==> src/hdl/terminal_escape_key_decoder_macros.svh <==
// Assertion macros for the terminal escape key decoder.
`ifndef TERMINAL_ESCAPE_KEY_DECODER_MACROS_SVH
`define TERMINAL_ESCAPE_KEY_DECODER_MACROS_SVH
`ifndef ASSERT_OFF
// prop must hold at every clock edge outside reset
`define TEKD_ASSERT(lbl, clk, rst_n, prop, msg) \
  lbl: assert property (@(posedge clk) disable iff (!rst_n) prop) else $error(msg);
// cond must never be seen outside reset
`define TEKD_ASSERT_NEVER(lbl, clk, rst_n, cond, msg) \
  lbl: assert property (@(posedge clk) disable iff (!rst_n) !(cond)) else $error(msg);
`else
`define TEKD_ASSERT(lbl, clk, rst_n, prop, msg)
`define TEKD_ASSERT_NEVER(lbl, clk, rst_n, cond, msg)
`endif
`endif

==> src/hdl/tekd_pkg.sv <==
// Types, key codes and byte mapping shared by the key decoder modules.
`timescale 1ns / 1ps
package tekd_pkg;

  localparam logic OP_BYTE = 1'b0;
  localparam logic OP_TICK = 1'b1;

  localparam logic [7:0] IDLE_LIMIT_RST = 8'd2;
  localparam int unsigned MAX_TAPS = 16;
  localparam int unsigned NTAP_W = $clog2(MAX_TAPS + 1);

  // raw bytes
  localparam logic [7:0] CH_BS    = 8'h08;
  localparam logic [7:0] CH_TAB   = 8'h09;
  localparam logic [7:0] CH_LF    = 8'h0a;
  localparam logic [7:0] CH_CR    = 8'h0d;
  localparam logic [7:0] CH_ESC   = 8'h1b;
  localparam logic [7:0] CH_DEL   = 8'h7f;
  localparam logic [7:0] CH_SPACE = 8'h20;
  localparam logic [7:0] CH_TILDE = 8'h7e;
  localparam logic [7:0] CH_LBRK  = 8'h5b;
  localparam logic [7:0] CH_O     = 8'h4f;
  localparam logic [7:0] CH_P     = 8'h50;
  localparam logic [7:0] CH_S     = 8'h53;
  localparam logic [7:0] CH_0     = 8'h30;
  localparam logic [7:0] CH_9     = 8'h39;
  localparam logic [7:0] CH_UA    = 8'h41;
  localparam logic [7:0] CH_UZ    = 8'h5a;
  localparam logic [7:0] CASE_OFS = 8'h20;
  localparam logic [7:0] CTRL_OFS = 8'h60;

  // key codes
  localparam logic [7:0] KEY_ESC   = 8'd128;
  localparam logic [7:0] KEY_RET   = 8'd129;
  localparam logic [7:0] KEY_TAB   = 8'd130;
  localparam logic [7:0] KEY_BKSP  = 8'd131;
  localparam logic [7:0] KEY_UP    = 8'd132;
  localparam logic [7:0] KEY_DOWN  = 8'd133;
  localparam logic [7:0] KEY_RIGHT = 8'd134;
  localparam logic [7:0] KEY_LEFT  = 8'd135;
  localparam logic [7:0] KEY_HOME  = 8'd136;
  localparam logic [7:0] KEY_END   = 8'd137;
  localparam logic [7:0] KEY_INS   = 8'd138;
  localparam logic [7:0] KEY_DEL   = 8'd139;
  localparam logic [7:0] KEY_PGUP  = 8'd140;
  localparam logic [7:0] KEY_PGDN  = 8'd141;
  localparam logic [7:0] KEY_F1    = 8'd142;

  typedef struct packed {
    logic       op;
    logic [7:0] data_byte;
  } in_item_t;

  typedef struct packed {
    logic [7:0] key_code;
    logic       with_shift;
    logic       with_control;
    logic       last_tap;
  } out_item_t;

  typedef struct packed {
    logic       valid;
    logic [7:0] key;
    logic       shift;
    logic       ctrl;
  } tap_t;

  typedef struct packed {
    logic is_flush;
    tap_t tap;
  } cmd_t;

  typedef enum logic [1:0] {
    B_IDLE,
    B_EVAL,
    B_LAST
  } bstate_e;

  function automatic tap_t mk_tap(logic [7:0] key, logic shift, logic ctrl);
    tap_t t;
    t.valid = 1'b1;
    t.key   = key;
    t.shift = shift;
    t.ctrl  = ctrl;
    return t;
  endfunction

  // US layout mapping of one plain byte; valid low means no tap
  function automatic tap_t type_byte(logic [7:0] b);
    tap_t t;
    t = '0;
    if (b == CH_CR || b == CH_LF) begin
      t = mk_tap(KEY_RET, 1'b0, 1'b0);
    end else if (b == CH_TAB) begin
      t = mk_tap(KEY_TAB, 1'b0, 1'b0);
    end else if (b == CH_BS || b == CH_DEL) begin
      t = mk_tap(KEY_BKSP, 1'b0, 1'b0);
    end else if (b >= 8'd1 && b <= 8'd26) begin
      t = mk_tap(b + CTRL_OFS, 1'b0, 1'b1);
    end else if (b >= CH_UA && b <= CH_UZ) begin
      t = mk_tap(b + CASE_OFS, 1'b1, 1'b0);
    end else begin
      unique case (b)
        8'h21: t = mk_tap(8'h31, 1'b1, 1'b0); // ! 1
        8'h40: t = mk_tap(8'h32, 1'b1, 1'b0); // @ 2
        8'h23: t = mk_tap(8'h33, 1'b1, 1'b0); // # 3
        8'h24: t = mk_tap(8'h34, 1'b1, 1'b0); // $ 4
        8'h25: t = mk_tap(8'h35, 1'b1, 1'b0); // % 5
        8'h5e: t = mk_tap(8'h36, 1'b1, 1'b0); // ^ 6
        8'h26: t = mk_tap(8'h37, 1'b1, 1'b0); // & 7
        8'h2a: t = mk_tap(8'h38, 1'b1, 1'b0); // * 8
        8'h28: t = mk_tap(8'h39, 1'b1, 1'b0); // ( 9
        8'h29: t = mk_tap(8'h30, 1'b1, 1'b0); // ) 0
        8'h5f: t = mk_tap(8'h2d, 1'b1, 1'b0); // _ -
        8'h2b: t = mk_tap(8'h3d, 1'b1, 1'b0); // + =
        8'h7b: t = mk_tap(8'h5b, 1'b1, 1'b0); // { [
        8'h7d: t = mk_tap(8'h5d, 1'b1, 1'b0); // } ]
        8'h7c: t = mk_tap(8'h5c, 1'b1, 1'b0); // | backslash
        8'h3a: t = mk_tap(8'h3b, 1'b1, 1'b0); // : ;
        8'h22: t = mk_tap(8'h27, 1'b1, 1'b0); // dquote quote
        8'h7e: t = mk_tap(8'h60, 1'b1, 1'b0); // ~ backtick
        8'h3c: t = mk_tap(8'h2c, 1'b1, 1'b0); // < ,
        8'h3e: t = mk_tap(8'h2e, 1'b1, 1'b0); // > .
        8'h3f: t = mk_tap(8'h2f, 1'b1, 1'b0); // ? /
        default: begin
          if (b >= CH_SPACE && b <= CH_TILDE) begin
            t = mk_tap(b, 1'b0, 1'b0);
          end
        end
      endcase
    end
    return t;
  endfunction

endpackage

==> src/hdl/tekd_ram.sv <==
// Generic single write port RAM with registered read.
`timescale 1ns / 1ps
module tekd_ram #(
  parameter int unsigned WIDTH = 8,
  parameter int unsigned DEPTH = 16
) (
  input  logic                     clk_i,
  input  logic                     we_i,
  input  logic [$clog2(DEPTH)-1:0] waddr_i,
  input  logic [WIDTH-1:0]         wdata_i,
  input  logic                     re_i,
  input  logic [$clog2(DEPTH)-1:0] raddr_i,
  output logic [WIDTH-1:0]         rdata_o
);

  logic [WIDTH-1:0] mem_q [DEPTH];
  logic [WIDTH-1:0] rdata_q;

  always_ff @(posedge clk_i) begin
    if (we_i) begin
      mem_q[waddr_i] <= wdata_i;
    end
    if (re_i) begin
      rdata_q <= mem_q[raddr_i];
    end
  end

  assign rdata_o = rdata_q;

endmodule

==> src/hdl/tekd_cmd_fifo.sv <==
// Two-entry command queue between the decoder front and the tap back end.
`timescale 1ns / 1ps
module tekd_cmd_fifo #(
  parameter int unsigned WIDTH = 8
) (
  input  logic             clk_i,
  input  logic             rst_ni,
  input  logic             push_i,
  input  logic [WIDTH-1:0] wdata_i,
  output logic             full_o,
  input  logic             pop_i,
  output logic [WIDTH-1:0] rdata_o,
  output logic             empty_o
);

  logic [WIDTH-1:0] mem_q [2];
  logic             wptr_q, wptr_d;
  logic             rptr_q, rptr_d;
  logic [1:0]       cnt_q, cnt_d;

  always_comb begin
    wptr_d = wptr_q ^ push_i;
    rptr_d = rptr_q ^ pop_i;
    cnt_d  = cnt_q + {1'b0, push_i} - {1'b0, pop_i};
  end

  always_ff @(posedge clk_i or negedge rst_ni) begin
    if (!rst_ni) begin
      wptr_q <= 1'b0;
      rptr_q <= 1'b0;
      cnt_q  <= '0;
    end else begin
      wptr_q <= wptr_d;
      rptr_q <= rptr_d;
      cnt_q  <= cnt_d;
    end
  end

  always_ff @(posedge clk_i) begin
    if (push_i) begin
      mem_q[wptr_q] <= wdata_i;
    end
  end

  assign full_o  = (cnt_q == 2'd2);
  assign empty_o = (cnt_q == 2'd0);
  assign rdata_o = mem_q[rptr_q];

endmodule

==> src/hdl/tekd_front.sv <==
// Decoder front: accepts bytes and ticks, tracks the escape sequence, issues commands.
`timescale 1ns / 1ps
module tekd_front #(
  parameter int unsigned SEQ_DEPTH = 16,
  localparam int unsigned AW    = $clog2(SEQ_DEPTH),
  localparam int unsigned LEN_W = $clog2(SEQ_DEPTH + 1)
) (
  input  logic               clk_i,
  input  logic               rst_ni,
  input  logic               in_valid_i,
  output logic               in_ready_o,
  input  tekd_pkg::in_item_t in_data_i,
  input  logic               cfg_we_i,
  input  logic [7:0]         cfg_wdata_i,
  output logic               push_o,
  output tekd_pkg::cmd_t     cmd_o,
  output logic [LEN_W-1:0]   cmd_len_o,
  input  logic               fifo_full_i,
  input  logic               flush_done_i,
  output logic               ram_we_o,
  output logic [AW-1:0]      ram_waddr_o,
  output logic [7:0]         ram_wdata_o
);
  import tekd_pkg::*;

  logic [LEN_W-1:0] len_q, len_d;
  logic [7:0]       idle_q, idle_d;
  logic [7:0]       limit_q;
  logic [7:0]       b1_q, b1_d;
  logic [7:0]       b2_q, b2_d;
  logic             busy_q, busy_d;

  logic             accept;
  logic [LEN_W-1:0] new_len;
  logic [7:0]       idle_inc;
  logic [7:0]       cur_b;
  logic             do_emit, do_flush;
  tap_t             emit_tap;
  tap_t             t_plain, t_cur, t_tilde;

  function automatic tap_t cursor_key(logic [7:0] c);
    tap_t t;
    t = '0;
    unique case (c)
      8'h41:   t = mk_tap(KEY_UP, 1'b0, 1'b0);    // A
      8'h42:   t = mk_tap(KEY_DOWN, 1'b0, 1'b0);  // B
      8'h43:   t = mk_tap(KEY_RIGHT, 1'b0, 1'b0); // C
      8'h44:   t = mk_tap(KEY_LEFT, 1'b0, 1'b0);  // D
      8'h48:   t = mk_tap(KEY_HOME, 1'b0, 1'b0);  // H
      8'h46:   t = mk_tap(KEY_END, 1'b0, 1'b0);   // F
      default: t = '0;
    endcase
    return t;
  endfunction

  // digit of ESC [ d ~
  function automatic tap_t tilde_key(logic [7:0] d);
    tap_t t;
    t = '0;
    unique case (d) inside
      8'h31, 8'h37: t = mk_tap(KEY_HOME, 1'b0, 1'b0);
      8'h32:        t = mk_tap(KEY_INS, 1'b0, 1'b0);
      8'h33:        t = mk_tap(KEY_DEL, 1'b0, 1'b0);
      8'h34, 8'h38: t = mk_tap(KEY_END, 1'b0, 1'b0);
      8'h35:        t = mk_tap(KEY_PGUP, 1'b0, 1'b0);
      8'h36:        t = mk_tap(KEY_PGDN, 1'b0, 1'b0);
      default:      t = '0;
    endcase
    return t;
  endfunction

  // a pending flush owns the byte buffer until the back end has walked it
  assign in_ready_o = !fifo_full_i && !busy_q;
  assign accept     = in_valid_i && in_ready_o;

  always_comb begin
    cur_b    = in_data_i.data_byte;
    new_len  = len_q + LEN_W'(1);
    idle_inc = (idle_q == 8'hff) ? idle_q : idle_q + 8'd1;
    t_plain  = type_byte(cur_b);
    t_cur    = cursor_key(cur_b);
    t_tilde  = tilde_key(b2_q);

    len_d     = len_q;
    idle_d    = idle_q;
    b1_d      = b1_q;
    b2_d      = b2_q;
    busy_d    = busy_q;
    do_emit   = 1'b0;
    do_flush  = 1'b0;
    emit_tap  = t_plain;
    cmd_len_o = new_len;
    ram_we_o  = 1'b0;

    if (flush_done_i) begin
      busy_d = 1'b0;
    end

    if (accept) begin
      if (in_data_i.op == OP_BYTE) begin
        if (len_q == '0) begin
          if (cur_b == CH_ESC) begin
            len_d  = LEN_W'(1);
            idle_d = '0;
          end else begin
            do_emit = t_plain.valid;
          end
        end else begin
          ram_we_o = 1'b1;
          idle_d   = '0;
          len_d    = new_len;
          if (len_q == LEN_W'(1)) begin
            b1_d = cur_b;
            if (!(cur_b == CH_LBRK || cur_b == CH_O)) begin
              do_flush = 1'b1;
            end
          end else if (len_q == LEN_W'(2)) begin
            b2_d = cur_b;
            if (t_cur.valid) begin
              do_emit  = 1'b1;
              emit_tap = t_cur;
            end else if (b1_q == CH_O) begin
              if (cur_b >= CH_P && cur_b <= CH_S) begin
                do_emit  = 1'b1;
                emit_tap = mk_tap(KEY_F1 + (cur_b - CH_P), 1'b0, 1'b0);
              end else begin
                do_flush = 1'b1;
              end
            end else if (!(cur_b >= CH_0 && cur_b <= CH_9 &&
                           new_len < LEN_W'(SEQ_DEPTH))) begin
              do_flush = 1'b1;
            end
          end else begin
            // ESC [ digit ...: waits for the tilde
            if (cur_b == CH_TILDE) begin
              if (new_len == LEN_W'(4) && t_tilde.valid) begin
                do_emit  = 1'b1;
                emit_tap = t_tilde;
              end else begin
                do_flush = 1'b1;
              end
            end else if (new_len >= LEN_W'(SEQ_DEPTH)) begin
              do_flush = 1'b1;
            end
          end
        end
      end else if (len_q != '0) begin
        idle_d    = idle_inc;
        cmd_len_o = len_q;
        if (idle_inc >= limit_q) begin
          do_flush = 1'b1;
        end
      end
    end

    if (do_emit || do_flush) begin
      len_d  = '0;
      idle_d = '0;
    end
    if (do_flush) begin
      busy_d = 1'b1;
    end

    push_o         = do_emit || do_flush;
    cmd_o.is_flush = do_flush;
    cmd_o.tap      = emit_tap;
  end

  assign ram_waddr_o = len_q[AW-1:0];
  assign ram_wdata_o = cur_b;

  always_ff @(posedge clk_i or negedge rst_ni) begin
    if (!rst_ni) begin
      len_q   <= '0;
      idle_q  <= '0;
      limit_q <= IDLE_LIMIT_RST;
      busy_q  <= 1'b0;
    end else begin
      len_q  <= len_d;
      idle_q <= idle_d;
      busy_q <= busy_d;
      if (cfg_we_i) begin
        limit_q <= cfg_wdata_i;
      end
    end
  end

  always_ff @(posedge clk_i) begin
    b1_q <= b1_d;
    b2_q <= b2_d;
  end

endmodule

==> src/hdl/tekd_back.sv <==
// Tap back end: plays single taps and walks flushed sequences into the output register.
`timescale 1ns / 1ps
`include "terminal_escape_key_decoder_macros.svh"
module tekd_back #(
  parameter int unsigned SEQ_DEPTH = 16,
  localparam int unsigned AW    = $clog2(SEQ_DEPTH),
  localparam int unsigned LEN_W = $clog2(SEQ_DEPTH + 1)
) (
  input  logic                clk_i,
  input  logic                rst_ni,
  input  logic                fifo_empty_i,
  input  tekd_pkg::cmd_t      cmd_i,
  input  logic [LEN_W-1:0]    cmd_len_i,
  output logic                pop_o,
  output logic                rd_en_o,
  output logic [AW-1:0]       rd_addr_o,
  input  logic [7:0]          rd_data_i,
  output logic                flush_done_o,
  output logic                out_valid_o,
  input  logic                out_ready_i,
  output tekd_pkg::out_item_t out_data_o
);
  import tekd_pkg::*;

  bstate_e           state_q, state_d;
  logic [LEN_W-1:0]  idx_q, idx_d;
  logic [LEN_W-1:0]  len_q, len_d;
  logic [LEN_W-1:0]  nxt_idx;
  logic [NTAP_W-1:0] ntaps_q, ntaps_d;
  tap_t              held_q, held_d;
  logic              out_valid_q, out_valid_d;
  out_item_t         out_q, out_d;
  logic              out_free;
  logic              produce;
  tap_t              t_byte;

  function automatic out_item_t to_out(tap_t t, logic last);
    out_item_t o;
    o.key_code     = t.key;
    o.with_shift   = t.shift;
    o.with_control = t.ctrl;
    o.last_tap     = last;
    return o;
  endfunction

  assign out_free = !out_valid_q || out_ready_i;

  always_comb begin
    state_d      = state_q;
    idx_d        = idx_q;
    len_d        = len_q;
    ntaps_d      = ntaps_q;
    held_d       = held_q;
    out_valid_d  = out_valid_q && !out_ready_i;
    out_d        = out_q;
    pop_o        = 1'b0;
    rd_en_o      = 1'b0;
    flush_done_o = 1'b0;
    nxt_idx      = (state_q == B_IDLE) ? LEN_W'(1) : idx_q + LEN_W'(1);
    t_byte       = type_byte(rd_data_i);
    produce      = t_byte.valid && (ntaps_q < NTAP_W'(MAX_TAPS));

    unique case (state_q)
      B_IDLE: begin
        if (!fifo_empty_i) begin
          if (cmd_i.is_flush) begin
            // flush opens with Escape; the walk starts at entry 1
            pop_o   = 1'b1;
            held_d  = mk_tap(KEY_ESC, 1'b0, 1'b0);
            ntaps_d = NTAP_W'(1);
            len_d   = cmd_len_i;
            idx_d   = nxt_idx;
            if (cmd_len_i > LEN_W'(1)) begin
              rd_en_o = 1'b1;
              state_d = B_EVAL;
            end else begin
              state_d = B_LAST;
            end
          end else if (out_free) begin
            pop_o       = 1'b1;
            out_valid_d = 1'b1;
            out_d       = to_out(cmd_i.tap, 1'b1);
          end
        end
      end
      B_EVAL: begin
        // one tap is held back so the last one can be marked
        if (!produce || out_free) begin
          if (produce) begin
            out_valid_d = 1'b1;
            out_d       = to_out(held_q, 1'b0);
            held_d      = t_byte;
            ntaps_d     = ntaps_q + NTAP_W'(1);
          end
          if (nxt_idx < len_q) begin
            rd_en_o = 1'b1;
            idx_d   = nxt_idx;
          end else begin
            state_d = B_LAST;
          end
        end
      end
      B_LAST: begin
        if (out_free) begin
          out_valid_d  = 1'b1;
          out_d        = to_out(held_q, 1'b1);
          flush_done_o = 1'b1;
          state_d      = B_IDLE;
        end
      end
      default: state_d = B_IDLE;
    endcase
  end

  assign rd_addr_o = nxt_idx[AW-1:0];

  always_ff @(posedge clk_i or negedge rst_ni) begin
    if (!rst_ni) begin
      state_q     <= B_IDLE;
      out_valid_q <= 1'b0;
      ntaps_q     <= '0;
      idx_q       <= '0;
      len_q       <= '0;
    end else begin
      state_q     <= state_d;
      out_valid_q <= out_valid_d;
      ntaps_q     <= ntaps_d;
      idx_q       <= idx_d;
      len_q       <= len_d;
    end
  end

  always_ff @(posedge clk_i) begin
    held_q <= held_d;
    out_q  <= out_d;
  end

  assign out_valid_o = out_valid_q;
  assign out_data_o  = out_q;

  `TEKD_ASSERT(a_eval_idx, clk_i, rst_ni, (state_q == B_EVAL) |-> (idx_q != '0 && idx_q < len_q), "walk index outside sequence")
  `TEKD_ASSERT_NEVER(a_tap_cap, clk_i, rst_ni, ntaps_q > NTAP_W'(MAX_TAPS), "tap count above cap")
  `TEKD_ASSERT(a_last_out, clk_i, rst_ni, (state_q == B_LAST && out_free) |=> (out_valid_q && out_q.last_tap && state_q == B_IDLE), "flush end not marked last")
  `TEKD_ASSERT_NEVER(a_pop_busy, clk_i, rst_ni, pop_o && state_q != B_IDLE, "command taken during a flush")

endmodule

==> src/hdl/terminal_escape_key_decoder.sv <==
// Top level of the terminal escape key decoder: front, command queue, byte buffer, back end.
//
//   channel | direction | handshake                 | payload
//   --------+-----------+---------------------------+-------------------------------------
//   in      | input     | in_valid_i / in_ready_o   | in_data_i  (op, data_byte)
//   out     | output    | out_valid_o / out_ready_i | out_data_o (key_code, shift, ctrl, last)
//   cfg     | input     | cfg_we_i                  | cfg_wdata_i (idle_limit)
//
// A byte or tick is taken on the in handshake. A plain tap or decoded key enters the output
// register at the edge that pops it from the command queue. A flush walks the byte buffer
// through its registered read port, one buffered byte a cycle while no tap waits on a stalled
// output, and the flush ends with the held tap sent out marked last.
// in_ready_o stays low while the queue is full or a flush is queued or being walked.
// Reset clears length, idle count, queue and output; idle_limit returns to 2; buffer kept.
`timescale 1ns / 1ps
module terminal_escape_key_decoder #(
  parameter int unsigned SEQ_DEPTH = 16
) (
  input  logic                clk_i,
  input  logic                rst_ni,
  input  logic                in_valid_i,
  output logic                in_ready_o,
  input  tekd_pkg::in_item_t  in_data_i,
  output logic                out_valid_o,
  input  logic                out_ready_i,
  output tekd_pkg::out_item_t out_data_o,
  input  logic                cfg_we_i,
  input  logic [7:0]          cfg_wdata_i
);
  import tekd_pkg::*;

  localparam int unsigned AW    = $clog2(SEQ_DEPTH);
  localparam int unsigned LEN_W = $clog2(SEQ_DEPTH + 1);
  localparam int unsigned QW    = $bits(cmd_t) + LEN_W;

  // front -> queue
  logic             f_push;
  cmd_t             f_cmd;
  logic [LEN_W-1:0] f_len;
  logic             q_full;
  logic [QW-1:0]    q_wdata;

  // queue -> back
  logic             q_empty;
  logic             b_pop;
  logic [QW-1:0]    q_rdata;
  cmd_t             b_cmd;
  logic [LEN_W-1:0] b_len;

  // byte buffer ports
  logic             ram_we;
  logic [AW-1:0]    ram_waddr;
  logic [7:0]       ram_wdata;
  logic             ram_re;
  logic [AW-1:0]    ram_raddr;
  logic [7:0]       ram_rdata;

  logic             flush_done;

  assign q_wdata        = {f_cmd, f_len};
  assign {b_cmd, b_len} = q_rdata;

  tekd_front #(
    .SEQ_DEPTH (SEQ_DEPTH)
  ) u_front (
    .clk_i        (clk_i),
    .rst_ni       (rst_ni),
    .in_valid_i   (in_valid_i),
    .in_ready_o   (in_ready_o),
    .in_data_i    (in_data_i),
    .cfg_we_i     (cfg_we_i),
    .cfg_wdata_i  (cfg_wdata_i),
    .push_o       (f_push),
    .cmd_o        (f_cmd),
    .cmd_len_o    (f_len),
    .fifo_full_i  (q_full),
    .flush_done_i (flush_done),
    .ram_we_o     (ram_we),
    .ram_waddr_o  (ram_waddr),
    .ram_wdata_o  (ram_wdata)
  );

  tekd_cmd_fifo #(
    .WIDTH (QW)
  ) u_queue (
    .clk_i   (clk_i),
    .rst_ni  (rst_ni),
    .push_i  (f_push),
    .wdata_i (q_wdata),
    .full_o  (q_full),
    .pop_i   (b_pop),
    .rdata_o (q_rdata),
    .empty_o (q_empty)
  );

  // escape sequence bytes, written by the front, walked by the back end
  tekd_ram #(
    .WIDTH (8),
    .DEPTH (SEQ_DEPTH)
  ) u_seq_buf (
    .clk_i   (clk_i),
    .we_i    (ram_we),
    .waddr_i (ram_waddr),
    .wdata_i (ram_wdata),
    .re_i    (ram_re),
    .raddr_i (ram_raddr),
    .rdata_o (ram_rdata)
  );

  tekd_back #(
    .SEQ_DEPTH (SEQ_DEPTH)
  ) u_back (
    .clk_i        (clk_i),
    .rst_ni       (rst_ni),
    .fifo_empty_i (q_empty),
    .cmd_i        (b_cmd),
    .cmd_len_i    (b_len),
    .pop_o        (b_pop),
    .rd_en_o      (ram_re),
    .rd_addr_o    (ram_raddr),
    .rd_data_i    (ram_rdata),
    .flush_done_o (flush_done),
    .out_valid_o  (out_valid_o),
    .out_ready_i  (out_ready_i),
    .out_data_o   (out_data_o)
  );

endmodule
==> config.mk <==
export PLATFORM = sky130hd
export DESIGN_NAME = terminal_escape_key_decoder
export DESIGN_NICKNAME = d
export VERILOG_FILES = /design/src/hdl/tekd_pkg.sv /design/src/hdl/tekd_ram.sv /design/src/hdl/tekd_cmd_fifo.sv /design/src/hdl/tekd_front.sv /design/src/hdl/tekd_back.sv /design/src/hdl/terminal_escape_key_decoder.sv
export VERILOG_INCLUDE_DIRS = /design/src /design/src/hdl
export SDC_FILE = /design/constraint.sdc
export NUM_CORES = 1
export LEC_CHECK = 0
export ABC_AREA = 1
export BUFFER_PORTS_ARGS = -buffer_cell sky130_fd_sc_hd__buf_2
export CAP_MARGIN = 20
export CORE_ASPECT_RATIO = 0.7
export CORE_UTILIZATION = 50
export CTS_BUF_LIST = sky130_fd_sc_hd__clkbuf_2 sky130_fd_sc_hd__clkbuf_4 sky130_fd_sc_hd__clkbuf_8
export DETAILED_ROUTE_END_ITERATION = 8
export GPL_TIMING_DRIVEN = 0
export HOLD_SLACK_MARGIN = 0.15
export PLACE_DENSITY_LB_ADDON = 0.15
export SYNTH_ARGS = -nofsm -noshare
export SYNTH_HDL_FRONTEND = slang
export SYNTH_HIERARCHICAL = 1
export SYNTH_SLANG_ARGS = --single-unit
==> constraint.sdc <==
create_clock -name clk_i -period 8 [get_ports clk_i]
set_input_delay 1.6 -clock clk_i [delete_from_list [all_inputs] [get_ports clk_i]]
set_output_delay 1.6 -clock clk_i [all_outputs]
set_load 0.1 [all_outputs]
* Word level (Yosys, flattened, before mapping)
Memories as Yosys holds them, arrays and structs flattened. A register that Yosys moved wholly into a read port is not among the register bits. Index checks and enable logic that the tools add are counted.
Storage, ports and cells: register bits 81, bits in writable memories 162, input port bits 22, memories kept 2, output and inout bits 13, ROM bits 0, bits in latches 0, word-level logic and storage cells 322
Cells by class: add/subtract/negate cells 12, shift-type cells 0, $mul 0, magnitude comparators 22, equality and inequality tests 90, divide/modulo/power cells 0, bitwise logic cells 6, muxes and demuxes 123, reductions and logical operators 46
Memory list:
- u_seq_buf.mem_q | depth 16, bits a word 8, read ports 1, clocked after Yosys merged registers in 1, wr ports 1, RTL line tekd_ram.sv:16 | logic [WIDTH-1:0] mem_q [DEPTH];
- u_queue.mem_q | depth 2, bits a word 17, read ports 1, clocked after Yosys merged registers in 0, wr ports 1, RTL line tekd_cmd_fifo.sv:16 | logic [WIDTH-1:0] mem_q [2];
Operator list (number):
- $pmux W11 S21 | 2
- $mux W11 | 28
- $eq A8 B6 Y1 const B | 36
- $eq A8 B7 Y1 const B | 25
- $pmux W11 S6 | 2
- $mux W5 | 17
- $eq A8 B4 Y1 const B | 8
- $mux W8 | 7
- $mux W1 | 50
- $le A8 B7 Y1 const B | 5
- $mux W10 | 4
- $pmux W11 S3 | 1
- $ge A8 B6 Y1 const B | 3
- $ge A8 B7 Y1 const B | 3
- $pmux W10 S2 | 1
- $pmux W5 S2 | 2
- $reduce_and A5 Y1 | 4
- $add A8 B6 Y8 const B | 2
- $add A8 B7 Y8 const B | 2
- $ge A8 B1 Y1 const B | 2
- $le A8 B5 Y1 const B | 2
- $add A5 B1 Y5 const B | 3
- $logic_and A1 B1 Y1 | 14
- $mux W2 | 6
- other kinds (39) | 70

* Depth between registers and ports, before layout
Gate-level depths: netlist (run 1).
depth after elaboration 17, gate-level depth with buffers 23, gate-level depth less buffers 23

* Modules after synthesis
Netlist (run 1), hierarchy kept.
Modules (own cells, without submodules):
- tekd_ram | seq. area each 4083.9 µm², area each 5846.9 µm², times used 1, cells an instance 551
- tekd_front | seq. area each 1032.2 µm², area each 3668.5 µm², times used 1, cells an instance 550
- tekd_back | seq. area each 1081.0 µm², area each 2994.1 µm², times used 1, cells an instance 419
- tekd_cmd_fifo | seq. area each 1121.1 µm², area each 1561.5 µm², times used 1, cells an instance 113

* Worst setup path before layout (run 1)
OpenSTA, ideal clock, no wires.
kind register to register, start register u_queue.cnt_q[1], end memory u_queue/mem_q[0][0] (netlist name), enable pin, setup time 0.375 ns, required time 7.625 ns, buffers on the path 0, path slack 3.927 ns, period minus slack after synthesis 4.073 ns, data arrival time 3.698 ns, stages on the path, launching flop included 17, cell sequence dfrtp_1 -> inv_1 -> nor2_1 -> nor2_1 -> nand2_1 -> nor2_1 -> inv_1 -> nor2_2 -> inv_1 -> nor2_1 -> inv_1 -> nor2_4 -> nand2_2 -> nand2_2 -> nor2_8 -> inv_4 -> ha_1
On the way: cells in the longest elaborated chain, start to end 8, elaborated cells on any way between the ends 9, classes of those cells eq/ne: 1; mux: 4; reduce/logical: 4
RTL lines:
- start, declared | RTL line tekd_cmd_fifo.sv:19 | logic [1:0] cnt_q, cnt_d;
- start signal, assigned | RTL line tekd_cmd_fifo.sv:35 | cnt_q <= cnt_d;
- $eq A2 B2 Y1 (*) | RTL line tekd_cmd_fifo.sv:45 | assign full_o = (cnt_q == 2'd2);
- named net q_full | RTL line terminal_escape_key_decoder.sv:40 | logic q_full;
- $logic_not A1 Y1 (*) | RTL line tekd_front.sv:73 | assign in_ready_o = !fifo_full_i && !busy_q;
- $logic_and A1 B1 Y1 (*) | RTL line tekd_front.sv:73
- named net in_ready_o | RTL line terminal_escape_key_decoder.sv:22 | output logic in_ready_o,
- $logic_and A1 B1 Y1 (*) | RTL line tekd_front.sv:74 | assign accept = in_valid_i && in_ready_o;
- $mux W1 | RTL line tekd_front.sv:99 | if (accept) begin
- $logic_or A1 B1 Y1 (*) | RTL line tekd_front.sv:164 | push_o = do_emit || do_flush;
- named net f_push | RTL line terminal_escape_key_decoder.sv:37 | logic f_push;
- $mux W1 (*) | RTL line tekd_cmd_fifo.sv:40 | if (push_i) begin
- $mux W1 (not written as such) (*) | RTL line tekd_cmd_fifo.sv:41 | mem_q[wptr_q] <= wdata_i;
- end, declared | RTL line tekd_cmd_fifo.sv:16
Mark *: on every way through the listed nets, which the timed path passes. The rest lies on a longest branch.

* Final worst setup path (run 1)
start input in_data_i[6] (netlist name), end memory u_queue/mem_q[1][7] (netlist name), enable pin
On the way: cells in the longest elaborated chain, start to end 16, elaborated cells on any way between the ends 86, classes of those cells order compare: 10; eq/ne: 35; mux: 31; reduce/logical: 10
RTL lines:
- start, declared | RTL line terminal_escape_key_decoder.sv:23 | input tekd_pkg::in_item_t in_data_i,
- $ge A8 B6 Y1 / $le A8 B7 Y1 (equally long branches) | RTL line tekd_pkg.sv:126 | if (b >= CH_SPACE && b <= CH_TILDE) begin
- $logic_and A1 B1 Y1 | RTL line tekd_pkg.sv:126
- $mux W11 | RTL line tekd_pkg.sv:126
- $pmux W11 S21 | RTL line tekd_pkg.sv:103 | unique case (b)
- $mux W11 | RTL line tekd_pkg.sv:100 | end else if (b >= CH_UA && b <= CH_UZ) begin
- $mux W11 | RTL line tekd_pkg.sv:98 | end else if (b >= 8'd1 && b <= 8'd26) begin
- $mux W11 | RTL line tekd_pkg.sv:96 | end else if (b == CH_BS || b == CH_DEL) begin
- $mux W11 | RTL line tekd_pkg.sv:94 | end else if (b == CH_TAB) begin
- $mux W11 | RTL line tekd_pkg.sv:92 | if (b == CH_CR || b == CH_LF) begin
- $mux W1 | RTL line tekd_front.sv:102 | if (cur_b == CH_ESC) begin
- $mux W1 | RTL line tekd_front.sv:101 | if (len_q == '0) begin
- $mux W1 | RTL line tekd_front.sv:100 | if (in_data_i.op == OP_BYTE) begin
- $mux W1 | RTL line tekd_front.sv:99
- $logic_or A1 B1 Y1 (*) | RTL line tekd_front.sv:164
- named net f_push | RTL line terminal_escape_key_decoder.sv:37
- $mux W1 (*) | RTL line tekd_cmd_fifo.sv:40
- $mux W1 (not written as such) (*) | RTL line tekd_cmd_fifo.sv:41
Marks and branches as above.

==> results.yml, run 1 <==
synth:
  synth_area_mm2: 0.0140
  synthesis.nets: 1692
  avgSynthCellArea_um2: 8.60
  yosys_warnings: 6
  syn_inst: 1628
power:
  vdd_drop_max_uv: 161
  power_frac_seq_pct: 33.6
  combPwrFrac_pct: 46.2
  power_frac_clock_pct: 20.2
  power_density_mw_per_mm2: 348
  power_leakage_nw: 7.03
  sw_frac_of_total_pct: 44.5
  power_switching_mw: 2.39
  p_int_mw: 2.98
clock_network:
  htreeDepth: 2
  clkTransAtPathRegs_ns: 0.06
  clock_latency_ns: 0.55
  cts_buffers: 40
  post_cts_buffers: 0
  cts_tree: "yes"
  clk_path_buf_depth: 3
  cts_resized: 0
  clkSinkCount: 249
  cts_root_buf: "clkbuf_8"
  ctsHoldBuffers: 0
floorplanning:
  core_area_mm2: 0.0271
  die_area_mm2: 0.0287
  ios: 35
  rows: 50
  die_x_um: 202
  initial_utilization_pct: 51.7
  die_h_um: 142
job:
  drv_cap: 0
worst_hold_path:
  holdCritStartpoint: "u_front/idle_q[2]$_DFFE_PN0P_"
  holdPathStages: 2
  min_to: "u_front/idle_q[2]$_DFFE_PN0P_"
  hp-class: "register to register"
run_status:
  outcome: "finished, final reports clean"
setup_path:
  path_class: "input pin to register"
  regToRegSetupSlack_ns: 4.07
  worstPathMaxFanout: 16
  crit_arrival_ns: 4.38
  reg2reg_from: "u_front/idle_q[0]$_DFFE_PN0P_"
  r2r_end: "u_queue/mem_q[1][7]$_DFFE_PP_"
  critPathLaunch: "in_data_i[6]"
  ff2ff_path_depth: 20
  end_kind: "register"
  start_kind: "input pin"
  cp.required_ns: 8.16
timing:
  setup_viol: 0
  whs_ns: 0.485
  fmax_mhz: 237
  rsz0062_at_grt: "no"
  timing.final.crit_share_pct: 52.8
  hold_viol_final: 0
  fin_worst_skew_ns: 0.0278
  relSlewSlack_pct: 29.5
  drv_slew: 0
  timing.setup.tns_ns: 0
  period_needed_ns: 4.22
  worst_pin_slew_ns: 1.05
drt:
  routed-via-count: 11116
  first_pass_iters: 7
  viasPerCell: 5.31
  dr.first_iter.drc_count: 928
  post-route-drc-count: 0
  drtAntennaViolNets: 0
  routed_wl_um: 34700
  wl_per_cell_um: 16.6
global_routing:
  grt_pass1_vias: 10061
  grt_pass1_wl_um: 54800
  track_usage_pct: 24.7
  grt_max_degree: 45
  grt-ovfl-total: 0
  antenna_found_initial: 0
layout:
  drive_gt1_share_pct: 13.3
  final_cell_mix: "nand2_1, inv_1, edfxtp_1, nand3_1, nor2_1"
  final_util_pct: 56.9
  layout_commonest_cell: "nand2_1"
  fin_cells: 2095
  nets: 1769
  final_area_mm2: 0.0154
  antennaDiodeCount: 0
  area_growth_pct: 10.2
placed_design:
  hpwl_um: 24900
  placed_cell_area_mm2: 0.0146
  dp_cells: 2025
  io_buffers: 33
  gp_congestion: 0.928
-- registers in the layout, summed over array words and instances (netlist names) --
| signal | count |
|---|---|
| u_back/state_q | 2 |
| u_queue/rptr_q | 1 |
| u_front/b1_q | 8 |
| u_seq_buf/rdata_o | 8 |
| u_queue/wptr_q | 1 |
| u_back/held_q | 10 |
| u_back/out_valid_o | 1 |
| u_front/limit_q | 8 |
| u_front/idle_q | 8 |
| u_queue/mem_q | 32 |
| u_back/out_data_o | 11 |
| u_front/busy_q | 1 |
| u_front/b2_q | 8 |
| u_seq_buf/mem_q | 128 |
| u_queue/cnt_q | 2 |
| u_back/idx_q | 5 |
| u_back/len_q | 5 |
| u_front/len_q | 5 |
| u_back/ntaps_q | 5 |
-- layer usage --
layer / routed length, um / vias to the layer above / track usage, % / part of all wire (%)
li1: - / 5439 / - / -
met1: 17000 / 5176 / 39.1 / 49
met2: 13900 / 461 / 33.8 / 40
met3: 3360 / 40 / 5.24 / 9.7
met4: 439 / 0 / 5.86 / 1.3
met5: 0 / - / 0 / 0
-- per-stage QoR --
stage          worst slack (ns)  power (mW)
2_1_floorplan              3.95        3.60
3_3_place_gp               3.22        4.24
3_5_place_dp               3.24        4.26
4_1_cts                    3.83        5.36
5_1_grt                    3.57        5.72
6_report                   3.78        5.37
-- power groups by stage --
stage	Combinational, mW	Clock (mW)	Sequential, mW
6_report	2.48	1.08	1.81
2_1_floorplan	1.57	0	2.03
4_1_cts	2.44	1.11	1.81
3_3_place_gp	2.41	0	1.83
5_1_grt	2.73	1.17	1.83
3_5_place_dp	2.43	0	1.83
-- critical path, stage by stage --
cell	delay, ns
buf_2	0.20
ha_1	0.30
nand2_1	0.07
nand3b_1	0.35
nor3_1	0.29
nand2_1	0.13
nand2_1	0.07
inv_1	0.07
nor2_4	0.15
nand2_2	0.10
nand2_2	0.13
nor2_8	0.07
inv_4	0.13
ha_1	0.71
-- area by class of cell --
type	count	area [um2]
plain buffers	56	413
clock buffers	57	697
clock inverters	11	78.8
fillers	2459	11700
inverters	278	1050
multi-input cells	1045	5280
flip-flops and latches	249	7260
well taps	364	455
repair buffers	35	193
-- worst max path at each step --
stage                                    end  slack, ns  depth (start not counted)
6_report       u_queue/mem_q[1][7]$_DFFE_PP_       3.78                         14
5_1_grt        u_queue/mem_q[0][7]$_DFFE_PP_       3.57                         14
4_1_cts        u_queue/mem_q[0][7]$_DFFE_PP_       3.83                         14
3_5_place_dp   u_queue/mem_q[0][7]$_DFFE_PP_       3.24                         14
3_3_place_gp   u_queue/mem_q[0][0]$_DFFE_PP_       3.22                         14
2_1_floorplan  u_queue/mem_q[0][0]$_DFFE_PP_       3.95                         16
(Power assumes the default switching activity.)
==> run 2: changes to the inputs <==
clock period = 3.5 ns   (was 8 ns; I/O delays follow)
==> results.yml, run 2 (synthesized netlist as in run 1, its figures left out) <==
layout:
  multiInputGateArea_mm2: 0.00534
  nets: 1778
  regArea_mm2: 0.00726
  top_register: "u_seq_buf/mem_q"
  largest_reg_flops: 128
  drive_gt1_share_pct: 14.2
  layout_commonest_cell: "nand2_1"
  final_area_mm2: 0.0156
  fillers: 2424
  final_cell_mix: "nand2_1, inv_1, edfxtp_1, nand3_1, nor2_1"
  antennaDiodeCount: 0
  area_growth_pct: 11.4
floorplanning:
  initial_utilization_pct: 51.7
  die_area_mm2: 0.0287
  rows: 50
  ios: 35
  die_x_um: 202
  core_area_mm2: 0.0271
  die_h_um: 142
global_routing:
  antenna_found_initial: 0
  grt_pass1_wl_um: 54100
  track_usage_pct: 24.5
  grt_pass1_vias: 9838
  grt-ovfl-total: 0
  grt_max_degree: 45
worst_hold_path:
  holdPathStages: 3
  holdCritStartpoint: "cfg_wdata_i[3]"
  hp-class: "input pin to register"
  min_to: "u_front/limit_q[3]$_DFFE_PN0P_"
setup_path:
  crit_arrival_ns: 3.61
  regToRegSetupSlack_ns: 0.21
  ff2ff_path_depth: 21
  r2r_end: "u_queue/mem_q[0][1]$_DFFE_PP_"
  reg2reg_from: "u_front/idle_q[0]$_DFFE_PN0P_"
  path_class: "register to register"
  cp.required_ns: 3.81
  start_kind: "register"
  end_kind: "register"
  worstPathMaxFanout: 11
timing:
  hold_viol_final: 0
  timing.final.crit_share_pct: 94.1
  worst_pin_slew_ns: 1.07
  fmax_mhz: 304
  period_needed_ns: 3.29
  relSlewSlack_pct: 28.1
  setup_viol: 0
  fin_worst_skew_ns: 0.0234
  drv_slew: 0
drt:
  first_pass_iters: 5
  viasPerCell: 5.26
  routed_wl_um: 34700
  dr.first_iter.drc_count: 870
  routed-via-count: 11081
  post-route-drc-count: 0
  wl_per_cell_um: 16.5
  drtAntennaViolNets: 0
clock_network:
  clkTransAtPathRegs_ns: 0.06
  cts_root_buf: "clkbuf_8"
  clkSinkCount: 249
  clk_path_buf_depth: 3
  htreeDepth: 2
  cts_buffers: 41
  cts_tree: "yes"
  clock_latency_ns: 0.55
job:
  drv_cap: 0
placed_design:
  hpwl_um: 24900
  placed_cell_area_mm2: 0.0146
  io_buffers: 33
  gp_congestion: 0.921
power:
  power_density_mw_per_mm2: 796
  vdd_drop_max_uv: 384
  power_mw: 12.4
  power_leakage_nw: 7.09
run_status:
  outcome: "finished, final reports clean"
==> run 2: layout make-up <==
class | instances | share of cell area (%)
clock inverter | 13 | 0.562
sequential | 249 | 46.6
clock buffer | 58 | 4.60
tap | 364 | 2.92
inverter | 278 | 6.74
buffer | 56 | 2.65
timing repair buffer | 43 | 1.66
multi-input combinational | 1045 | 34.3
==> run 2: repair_timing <==
| action | CTS | global route |
|---|---|---|
| hold endpoints to repair | 0 | 7 |
| resized for setup | 2 | 12 |
| pin swaps | 0 | 4 |
| hold buffers | 0 | 1 |
| setup endpoints to repair | 32 | 41 |
| buffers inserted | 0 | 7 |
==> run 2: worst max path at each step <==
stage                                     endpoint                           from  slack, ns  depth (start not counted)
floorplan            u_queue/mem_q[0][0]$_DFFE_PP_  u_front/idle_q[0]$_DFFE_PN0P_       0.25                         20
global placement    u_queue/mem_q[0][10]$_DFFE_PP_                   in_data_i[6]      -0.33                         14
detailed placement  u_queue/mem_q[0][10]$_DFFE_PP_                   in_data_i[6]      -0.35                         14
CTS                  u_queue/mem_q[0][9]$_DFFE_PP_  u_front/idle_q[0]$_DFFE_PN0P_      -0.07                         20
global route         u_queue/mem_q[0][9]$_DFFE_PP_  u_front/idle_q[0]$_DFFE_PN0P_      -0.03                         21
finish               u_queue/mem_q[0][1]$_DFFE_PP_  u_front/idle_q[0]$_DFFE_PN0P_       0.21                         21
==> run 2: power breakdown <==
group          switching (mW)  internal [mW]  total (mW)
Sequential              0.272           3.86        4.13
Combinational            4.08           1.64        5.73
Clock                    1.15           1.39        2.54
==> run 2: through the flow <==
stage	hold WS, ns	util, %	setup slack, ns	setup TNS, ns	std cells
final	0.352	57.5	0.206	0	2106
after global placement	0.456	54.0	-0.326	-10.31	2025
after floorplan	0.404	-	0.251	0	1628
after global routing	0.322	57.5	-0.0308	-0.235	2106
after CTS	0.307	57.0	-0.0676	-1.74	2096
after detailed placement	0.481	54.0	-0.349	-10.79	2025
==> run 2: layer usage <==
| metal | track usage (%) | wire length (um) |
|---|---|---|
| met5 | 0 | 0 |
| met4 | 6.06 | 435 |
| met3 | 4.40 | 2830 |
| met1 | 39.6 | 17500 |
| met2 | 33.2 | 14000 |
==> run 2: worst max-delay path, stage by stage (launching register included) <==
cell and delay, ns:
dfrtp_1 0.40, ha_1 0.20, inv_1 0.10, nor3_1 0.06
nand3_1 0.08, inv_1 0.07, nand3_2 0.10, inv_1 0.10
nor3_2 0.23, nand2_1 0.09, xnor2_1 0.21, ha_1 0.29
nand2_1 0.08, nor2_1 0.05, nand4_1 0.06, o2111ai_1 0.12
nand2_1 0.14, nand2_4 0.09, nor2_8 0.16, inv_8 0.08
ha_4 0.17, buf_4 0.17
